## src/rtl/core/ptwa_pkg.sv

```systemverilog
package ptwa_pkg;

  localparam int SLOTS     = 64;
  localparam int SLOT_BITS = $clog2(SLOTS);
  localparam int HOST_BITS = 8;
  localparam int HOST_W    = 8;
  localparam int KEY_W     = 32;
  localparam int TIME_W    = 32;
  localparam int EXP_W     = 16;
  localparam int CNT_W     = SLOT_BITS + 1;

  typedef enum logic [1:0] {
    ST_IDLE,
    ST_ADD,
    ST_LOOK,
    ST_DONE
  } state_e;

  typedef enum logic [2:0] {
    RES_ADDED,
    RES_FULL,
    RES_HIT,
    RES_EXPIRED,
    RES_MISS
  } res_e;

  localparam logic REQ_ADD  = 1'b0;
  localparam logic REQ_LOOK = 1'b1;

  typedef struct packed {
    logic [KEY_W-1:0]     key;
    logic [HOST_BITS-1:0] host;
    logic [TIME_W-1:0]    stamp;
  } row_t;

  typedef struct packed {
    logic load;
    logic issue;
    logic advance;
    logic write_slot;
    logic free_slot;
    logic res_set;
    res_e res;
  } cmd_t;

  typedef struct packed {
    logic free_here;
    logic cnt_last;
    logic issue_done;
    logic chk_valid;
    logic chk_match;
    logic chk_stale;
    logic chk_last;
  } status_t;

endpackage

```

## src/rtl/core/ptwa_ctrl.sv

```systemverilog
module ptwa_ctrl (
  input  logic              clk_i,
  input  logic              rst_ni,
  input  logic              in_valid_i,
  input  logic              req_type_i,
  output logic              in_ready_o,
  output logic              out_valid_o,
  input  logic              out_ready_i,
  input  ptwa_pkg::status_t status_i,
  output ptwa_pkg::cmd_t    cmd_o
);
  import ptwa_pkg::*;

  state_e state_q, state_d;

  always_ff @(posedge clk_i or negedge rst_ni) begin
    if (!rst_ni) begin
      state_q <= ST_IDLE;
    end else begin
      state_q <= state_d;
    end
  end

  always_comb begin
    state_d     = state_q;
    cmd_o       = '0;
    cmd_o.res   = RES_MISS;
    in_ready_o  = 1'b0;
    out_valid_o = 1'b0;
    case (state_q)
      ST_IDLE: begin
        in_ready_o = 1'b1;
        if (in_valid_i) begin
          cmd_o.load = 1'b1;
          state_d    = (req_type_i == REQ_LOOK) ? ST_LOOK : ST_ADD;
        end
      end
      ST_ADD: begin
        if (status_i.free_here) begin
          cmd_o.write_slot = 1'b1;
          cmd_o.res_set    = 1'b1;
          cmd_o.res        = RES_ADDED;
          state_d          = ST_DONE;
        end else if (status_i.cnt_last) begin
          cmd_o.res_set = 1'b1;
          cmd_o.res     = RES_FULL;
          state_d       = ST_DONE;
        end else begin
          cmd_o.advance = 1'b1;
        end
      end
      ST_LOOK: begin
        // One slot is read per cycle while the previous slot's row is checked.
        if (status_i.chk_match) begin
          cmd_o.res_set = 1'b1;
          if (status_i.chk_stale) begin
            cmd_o.free_slot = 1'b1;
            cmd_o.res       = RES_EXPIRED;
          end else begin
            cmd_o.res = RES_HIT;
          end
          state_d = ST_DONE;
        end else if (status_i.chk_valid && status_i.chk_last) begin
          cmd_o.res_set = 1'b1;
          cmd_o.res     = RES_MISS;
          state_d       = ST_DONE;
        end else if (!status_i.issue_done) begin
          cmd_o.issue = 1'b1;
        end
      end
      ST_DONE: begin
        out_valid_o = 1'b1;
        in_ready_o  = out_ready_i;
        if (out_ready_i) begin
          if (in_valid_i) begin
            cmd_o.load = 1'b1;
            state_d    = (req_type_i == REQ_LOOK) ? ST_LOOK : ST_ADD;
          end else begin
            state_d = ST_IDLE;
          end
        end
      end
      default: begin
        state_d = ST_IDLE;
      end
    endcase
  end

endmodule

```

## src/rtl/core/ptwa_dpath.sv

```systemverilog
module ptwa_dpath (
  input  logic                             clk_i,
  input  logic                             rst_ni,
  input  logic [ptwa_pkg::KEY_W-1:0]       client_key_i,
  input  logic [ptwa_pkg::HOST_W-1:0]      host_in_i,
  input  logic [ptwa_pkg::TIME_W-1:0]      now_seconds_i,
  input  logic                             cfg_write_i,
  input  logic [ptwa_pkg::EXP_W-1:0]       cfg_data_i,
  input  ptwa_pkg::cmd_t                   cmd_i,
  output ptwa_pkg::status_t                status_o,
  output logic                             found_o,
  output logic [ptwa_pkg::HOST_W-1:0]      host_out_o,
  output logic                             expired_o,
  output logic                             added_o,
  output logic                             table_full_o
);
  import ptwa_pkg::*;

  logic [EXP_W-1:0]     expiry_q;
  logic [SLOTS-1:0]     valid_q;
  logic [CNT_W-1:0]     cnt_q;
  logic [SLOT_BITS-1:0] slot;
  logic [KEY_W-1:0]     key_q;
  logic [HOST_BITS-1:0] host_q;
  logic [TIME_W-1:0]    now_q;
  row_t                 mem_q [SLOTS];
  row_t                 rd_q;
  logic                 pend_q;
  logic                 vld_q;
  logic [SLOT_BITS-1:0] idx_q;
  logic [TIME_W-1:0]    age;
  logic                 found_q, expired_q, added_q, full_q;
  logic [HOST_BITS-1:0] hout_q;

  assign slot = cnt_q[SLOT_BITS-1:0];
  assign age  = now_q - rd_q.stamp;

  always_ff @(posedge clk_i or negedge rst_ni) begin
    if (!rst_ni) begin
      expiry_q <= '0;
    end else if (cfg_write_i) begin
      expiry_q <= cfg_data_i;
    end
  end

  always_ff @(posedge clk_i or negedge rst_ni) begin
    if (!rst_ni) begin
      valid_q <= '0;
      cnt_q   <= '0;
      pend_q  <= 1'b0;
    end else begin
      if (cmd_i.load) begin
        cnt_q  <= '0;
        pend_q <= 1'b0;
      end else if (cmd_i.issue) begin
        cnt_q  <= cnt_q + CNT_W'(1);
        pend_q <= 1'b1;
      end else if (cmd_i.advance) begin
        cnt_q <= cnt_q + CNT_W'(1);
      end
      if (cmd_i.write_slot) begin
        valid_q[slot] <= 1'b1;
      end else if (cmd_i.free_slot) begin
        valid_q[idx_q] <= 1'b0;
      end
    end
  end

  // Request capture and the check stage that trails the table read.
  always_ff @(posedge clk_i) begin
    if (cmd_i.load) begin
      key_q  <= client_key_i;
      host_q <= host_in_i[HOST_BITS-1:0];
      now_q  <= now_seconds_i;
    end
    if (cmd_i.issue) begin
      idx_q <= slot;
      vld_q <= valid_q[slot];
    end
  end

  always_ff @(posedge clk_i) begin
    if (cmd_i.write_slot) begin
      mem_q[slot] <= '{key: key_q, host: host_q, stamp: now_q};
    end
    if (cmd_i.issue) begin
      rd_q <= mem_q[slot];
    end
  end

  always_ff @(posedge clk_i) begin
    if (cmd_i.res_set) begin
      found_q   <= (cmd_i.res == RES_HIT);
      expired_q <= (cmd_i.res == RES_EXPIRED);
      added_q   <= (cmd_i.res == RES_ADDED);
      full_q    <= (cmd_i.res == RES_FULL);
      hout_q    <= (cmd_i.res == RES_HIT) ? rd_q.host : '0;
    end
  end

  always_comb begin
    status_o.free_here  = !valid_q[slot];
    status_o.cnt_last   = (cnt_q == CNT_W'(SLOTS - 1));
    status_o.issue_done = (cnt_q == CNT_W'(SLOTS));
    status_o.chk_valid  = pend_q;
    status_o.chk_match  = pend_q && vld_q && (rd_q.key == key_q);
    status_o.chk_stale  = (expiry_q != '0) && (age > TIME_W'(expiry_q));
    status_o.chk_last   = (idx_q == SLOT_BITS'(SLOTS - 1));
  end

  assign found_o      = found_q;
  assign expired_o    = expired_q;
  assign added_o      = added_q;
  assign table_full_o = full_q;
  assign host_out_o   = HOST_W'(hout_q);

endmodule

```

## src/rtl/core/persistence_table_with_aging_unit.sv

```systemverilog
// An add probes the slots in order for a free one; a lookup reads the table slot by
// slot, and the key check on each row read follows in the next cycle. One request
// is handled at a time: a new request is only taken once the previous result has
// been transferred.
// Reset clears all slot valid flags at once and sets the expiry limit to zero;
// the table rows themselves are not cleared.
module persistence_table_with_aging_unit (
  input  logic                        clk_i,
  input  logic                        rst_ni,
  input  logic                        in_valid_i,
  output logic                        in_ready_o,
  input  logic                        req_type_i,
  input  logic [ptwa_pkg::KEY_W-1:0]  client_key_i,
  input  logic [ptwa_pkg::HOST_W-1:0] host_in_i,
  input  logic [ptwa_pkg::TIME_W-1:0] now_seconds_i,
  output logic                        out_valid_o,
  input  logic                        out_ready_i,
  output logic                        found_o,
  output logic [ptwa_pkg::HOST_W-1:0] host_out_o,
  output logic                        expired_o,
  output logic                        added_o,
  output logic                        table_full_o,
  input  logic                        cfg_valid_i,
  output logic                        cfg_ready_o,
  input  logic [ptwa_pkg::EXP_W-1:0]  cfg_data_i
);
  import ptwa_pkg::*;

  cmd_t    cmd;
  status_t status;

  assign cfg_ready_o = 1'b1;

  ptwa_ctrl u_ctrl (
    .clk_i       (clk_i),
    .rst_ni      (rst_ni),
    .in_valid_i  (in_valid_i),
    .req_type_i  (req_type_i),
    .in_ready_o  (in_ready_o),
    .out_valid_o (out_valid_o),
    .out_ready_i (out_ready_i),
    .status_i    (status),
    .cmd_o       (cmd)
  );

  ptwa_dpath u_dpath (
    .clk_i         (clk_i),
    .rst_ni        (rst_ni),
    .client_key_i  (client_key_i),
    .host_in_i     (host_in_i),
    .now_seconds_i (now_seconds_i),
    .cfg_write_i   (cfg_valid_i & cfg_ready_o),
    .cfg_data_i    (cfg_data_i),
    .cmd_i         (cmd),
    .status_o      (status),
    .found_o       (found_o),
    .host_out_o    (host_out_o),
    .expired_o     (expired_o),
    .added_o       (added_o),
    .table_full_o  (table_full_o)
  );

endmodule

```

## config.mk

```make
export PLATFORM = sky130hd
export DESIGN_NAME = persistence_table_with_aging_unit
export DESIGN_NICKNAME = d
export VERILOG_FILES = /design/src/rtl/core/ptwa_pkg.sv /design/src/rtl/core/ptwa_ctrl.sv /design/src/rtl/core/ptwa_dpath.sv /design/src/rtl/core/persistence_table_with_aging_unit.sv
export SDC_FILE = /design/constraint.sdc
export NUM_CORES = 2
export LEC_CHECK = 0
export ABC_AREA = 0
export BUFFER_PORTS_ARGS = -buffer_cell sky130_fd_sc_hd__buf_2
export CORE_UTILIZATION = 45
export DETAILED_ROUTE_END_ITERATION = 16
export HOLD_SLACK_MARGIN = 0.12
export PLACE_DENSITY = 0.63
export SYNTH_ARGS = -nofsm -noshare
export SYNTH_HDL_FRONTEND = slang
export SYNTH_HIERARCHICAL = 1
export SYNTH_MEMORY_MAX_BITS = 65536
export SYNTH_SLANG_ARGS = --single-unit
```

## constraint.sdc

```tcl
create_clock -name clk_i -period 18.6 [get_ports clk_i]
set_input_delay 0.93 -clock clk_i [delete_from_list [all_inputs] [get_ports clk_i]]
set_output_delay 0.93 -clock clk_i [all_outputs]
set_load 0.005 [all_outputs]
```

**Yosys cells after proc, flatten, opt, wreduce, memory -nomap -nowiden**

Memory sizes are Yosys's and may differ from the RTL's. A register that Yosys moved wholly into a read port is not among the register bits.
Index checks and enable logic that the tools add are counted.

- Register bits: 181
- Word-level logic and storage cells: 99
- Output and inout bits: 15
- Memory bits (writable): 4608
- Memories kept: 1

Memory list:

| memory | words | bits a word | read ports | clocked after memory_dff | write ports | line | text |
|---|---|---|---|---|---|---|---|
| u_dpath.mem_q | 64 | 72 | 1 | 1 | 1 | ptwa_dpath.sv:26 | `row_t mem_q [SLOTS];` |

- Equality and inequality tests: 14
- Reduce and logical (&&, ||, !) cells: 13
- Add/subtract/negate cells: 2
- $lt $le $gt $ge: 5
- Mux-type cells: 46
- Bitwise operators: 3

Operator list:

| cell | number |
|---|---|
| $mux 64 | 2 |
| $and 64x64->64 | 1 |
| $not 64->64 | 1 |
| $or 64x64->64 | 1 |
| $eq 32x32->1 | 1 |
| $gt 32x16->1 | 1 |
| $sub 32x32->32 | 1 |
| $mux 1 | 21 |
| $mux 7 | 3 |
| $mux 2 | 9 |
| $mux 4 | 4 |
| $reduce_bool 16->1 | 1 |
| $lt 6x7->1 const B | 2 |
| $demux 1 s6 | 2 |
| $ge 6x1->1 const B | 2 |
| $pmux 2 s4 | 1 |
| $pmux 4 s2 | 1 |
| $add 7x1->7 const B | 1 |
| $eq 7x6->1 const B | 1 |
| $eq 7x7->1 const B | 1 |
| $bmux 1 s6 | 1 |
| $eq 3x2->1 const B | 2 |
| $eq 6x6->1 const B | 1 |
| $logic_and 1x1->1 | 6 |
| other kinds (12) | 16 |

**Depth between registers and ports, before layout**

- Depth after elaboration: 8
- Depth in mapped cells: 25
- Depth with buffers taken out: 25

**Hierarchy**

Netlist, hierarchy kept.

By module, submodules not included:

| module | seq. area each (um^2) | times used | area an instance (um^2) | cells an instance |
|---|---|---|---|---|
| ptwa_dpath | 145469.5 | 1 | 176692.0 | 9395 |
| ptwa_ctrl | 50.0 | 1 | 340.3 | 42 |
| persistence_table_with_aging_unit | 0.0 | 1 | 11.3 | 2 |

**Least setup slack after synthesis**

No wires, ideal clock.

- Kind: reg-to-reg
- Start: register u_dpath.key_q[28]
- End: register u_dpath.cnt_q[3]
- Data arrival time: 6406 ps
- Path buffers: 0
- Period minus slack after synthesis: 6484 ps
- Cell stages (with the launch flop): 12
- Library setup time: 78 ps
- Path slack: 12116 ps
- Cells stage by stage: edfxtp_1 xor2_1 nor4_1 nand4_1 or4_1 nor4_1 a21oi_2 nand2_2 nor2_1 nor3_1 or3_1 a21oi_1

RTL lines:

| element | line | text |
|---|---|---|
| from (decl) | ptwa_dpath.sv:23 | `logic [KEY_W-1:0] key_q;` |
| from (signal assigned) | ptwa_dpath.sv:72 | `key_q <= client_key_i;` |
| to (signal assigned) | ptwa_dpath.sv:56 | `cnt_q <= cnt_q + CNT_W'(1);` |
| to (signal assigned) | ptwa_dpath.sv:59 | `cnt_q <= cnt_q + CNT_W'(1);` |
| to (decl) | ptwa_dpath.sv:21 | `logic [CNT_W-1:0] cnt_q;` |

==> results.toml <==
[synthesis]
yosys-top-cells-area = "edfxtp_1, a22oi_1, a41oi_1"
synthArstFlopShare = 0.01851
synth_flop_cell = "edfxtp_1"
yosys.area.top_type = "edfxtp_1"
synth_top_area_share = 0.8092
yosysSeqAreaShare = 0.8219
synthCells = 9439
synth_seq_cells = 4861
synth-compound-area-share = 0.1350
synth-xor-area-share = 0.002523
ys_warn_count = 6
netlist_area_sq_mm = 0.1770
synthesis.nets = 9591
synth_edf_count = 4771
synth_top_family_by_area = "compound AO/OA/AOI/OAI gates"
yosys.area_share.simple = 0.01874
ys_types = 71
muxShareOfSynthArea = 0.0004806
synthAdderAreaFrac = 0.004141
avgSynthCellArea_sq_um = 18.76

[routing]
viasPerCell = 6.871
totalWireLength_microns = 597500
drc = 0
wire_per_inst_microns = 38.81
via_count = 105800
drtPass1Iterations = 6
ant_nets = 0
drtIter0Drc = 19070

[place]
place_congestion = 0.8922
hpwl_microns = 303000
place_inst = 14470
io_buffers = 107

[layout]
syn_to_final_growth_pct = 12.91
drive_gt1_frac = 0.1184
fin_nets = 9924
final_common_cell = "edfxtp_1"
instances_no_fill = 15400
final_cell_mix = "edfxtp_1, a22oi_1, clkbuf_16"
postLayoutCoreUtil = 0.5122

[sta]
min_period_ns = 7.213
fin_crit_sh = 0.3878
finalHoldViolCount = 0
drv_slew = 0
fmax_ghz = 0.1386
finalSetupViolations = 0
rsz0062_at_grt = "no"
relSlewSlack = 0.03396
max_slew.worst_pin.slew_ns = 1.446
totalNegativeSetupSlack_ns = 0
clock_skew_ns = 0.07920

[pwr]
p_per_area_mw_per_mm2 = 142.3
p_sw_frac = 0.3075
vdd_drop_max_v = 0.0001653
pwr-share-clk = 0.325
seq_power_share = 0.458
p_int_w = 0.01970
cellLeakagePower_nw = 60.49
combPwrFrac = 0.217
p_switching_w = 0.008749

[global_route]
grt-ovfl-total = 0
grt_pass1_wl_microns = 813200
grt_usage = 0.2931
antenna_found_initial = 39
grt_max_degree = 134
first_global_vias = 99960

[cts]
cts_tree = "built"
clkLatencyLatePin_ns = 1.01
clockBufferDepth = 4
cts-root-buf = "clkbuf_16"
htree_levels = 5
cts.sink_count = 4861
ctsResizeCount = 0
cts.clk_slew.worst_paths_ns = 0.06
numCtsBuffers = 457

[setup_path]
crit_slowest_cell = "buf_4"
max_stage_delay_ns = 1.04
critical_path.max_fanout = 44
crit_top_cell = "buf_4"
cp_data_arrival_time_ns = 7.83
cp_cell_sequence = "nor3_4, buf_4, buf_4, a22oi_1, a41oi_1, nor4_1, and4_1, and2_2, nand2_1, nor2_4, buf_4, buf_4"
r2r_start = "u_dpath/cnt_q[2]"
cp.required_ns = 19.22
crit_type = "reg2reg"
end_kind = "register"
path_delay_family = "simple AND/OR/NAND/NOR gates"
crit_start = "u_dpath/cnt_q[2]"
start_kind = "register"
critPathBufInv = 4

[worst_hold_path]
hp-start = "now_seconds_i[28]"
min_path_type = "in2reg"

[die]
ioPinCount = 109
core_area_sq_mm = 0.3902
fp.dieH_microns = 629.2
start_util = 0.4537
die_x_microns = 629.2
rows = 229
fp.dieArea_sq_mm = 0.3959

[run]
cap_violations = 0

[outcome]
outcome = "completed"
-- registers in the layout, summed over array words and instances, names as in the netlist, 7 cells and up --
| signal | flops |
|---|---|
| u_dpath/host_q | 8 |
| u_dpath/key_q | 32 |
| u_dpath/host_out_o | 8 |
| u_dpath/now_q | 32 |
| u_dpath/mem_q | 4608 |
| u_dpath/valid_q | 64 |
| u_dpath/rd_q | 72 |
| u_dpath/cnt_q | 7 |
| u_dpath/expiry_q | 16 |
-- final cells by class --
type / count / area (sq um)
Multi-Input combinational cell: 3888 / 29090
Tap cell: 5197 / 6502
Clock buffer: 572 / 12050
Inverter: 70 / 265.3
Timing Repair Buffer: 494 / 3789
Fill cell: 30730 / 190300
Sequential cell: 4861 / 145500
Clock inverter: 277 / 2592
Antenna cell: 39 / 97.59
-- worst reg2reg max path, cell delays in order (launching register included) --
cell and delay, ns:
dfrtp_1 0.76, nor3_4 0.08, buf_4 0.38, buf_4 0.47, a22oi_1 0.30, a41oi_1 0.15
nor4_1 0.50, and4_1 0.38, and2_2 0.42, nand2_1 0.58, nor2_4 1.00, buf_4 1.05
buf_4 0.72
-- through the flow --
step	worst slack, ns	hold slack [ns]	total power (W)	instance area [sq um]
6_report	11.39	0.1745	0.02845	199900
5_1_grt	11.23	0.1775	0.02910	199900
4_1_cts	11.57	0.1331	0.02828	199800
3_5_place_dp	11.63	0.5085	0.01921	184700
3_3_place_gp	11.42	0.5116	0.01916	184700
2_1_floorplan	12.12	0.4453	0.01678	177000
-- Yosys cell counts, types with 57 or more instances --
master,n
edfxtp_1,4771
a22oi_1,1930
clkbuf_1,292
a41oi_1,278
buf_2,222
a31oi_1,205
a22o_1,204
a21oi_1,197
a221oi_1,171
nor2_1,149
nand4_1,122
nor4_1,106
dfrtp_1,90
buf_1,81
nand2_1,79
inv_1,68
nand3_1,66
ha_1,57
-- final timing paths --
| path | endpoint | slack [ns] | cells past startpoint |
|---|---|---|---|
| max | u_dpath/mem_q[47][64] | 11.39 | 12 |
| min | u_dpath/now_q[28] | 0.17 | 1 |
| max reg2reg | u_dpath/mem_q[47][64] | 11.39 | 12 |
| min reg2reg | u_dpath/host_out_o[5] | 0.52 | 1 |
| max in group asynchronous | u_dpath/valid_q[38] | 16.90 | 3 |
| min in group asynchronous | u_dpath/expiry_q[0] | 0.32 | 2 |
-- routing by layer --
metal  track usage  vias up  wire [microns]
met5             0        -             217
li1              -    40960               -
met1        0.4062    54450          219600
met3       0.07789     1430           84980
met4        0.1306       28           29610
met2        0.4364     8927          263100
-- kinds of logic after synthesis --
| logic type | after synthesis |
|---|---|
| xor+xnor | 51 |
| simple gates | 623 |
| compound gates | 3147 |
| fa+ha+maj | 58 |
| other cells | 1 |
| flops | 4861 |
| buf+inv | 690 |
| mux | 8 |
-- timing repair --
action	CTS	global route
buffers inserted	0	0
setup endpoints to repair	0	0
hold buffers	43	0
endpoints found under the hold margin	58	0
-- power groups by stage --
stage               Combinational [W]  Clock (W)  Sequential, W
floorplan                     0.00327          0         0.0135
global placement              0.00591          0         0.0133
detailed placement            0.00595          0         0.0133
CTS                           0.00598    0.00926         0.0130
global route                  0.00638    0.00967         0.0131
finish                        0.00617    0.00924         0.0130
Power figures use the tool's default switching activity.
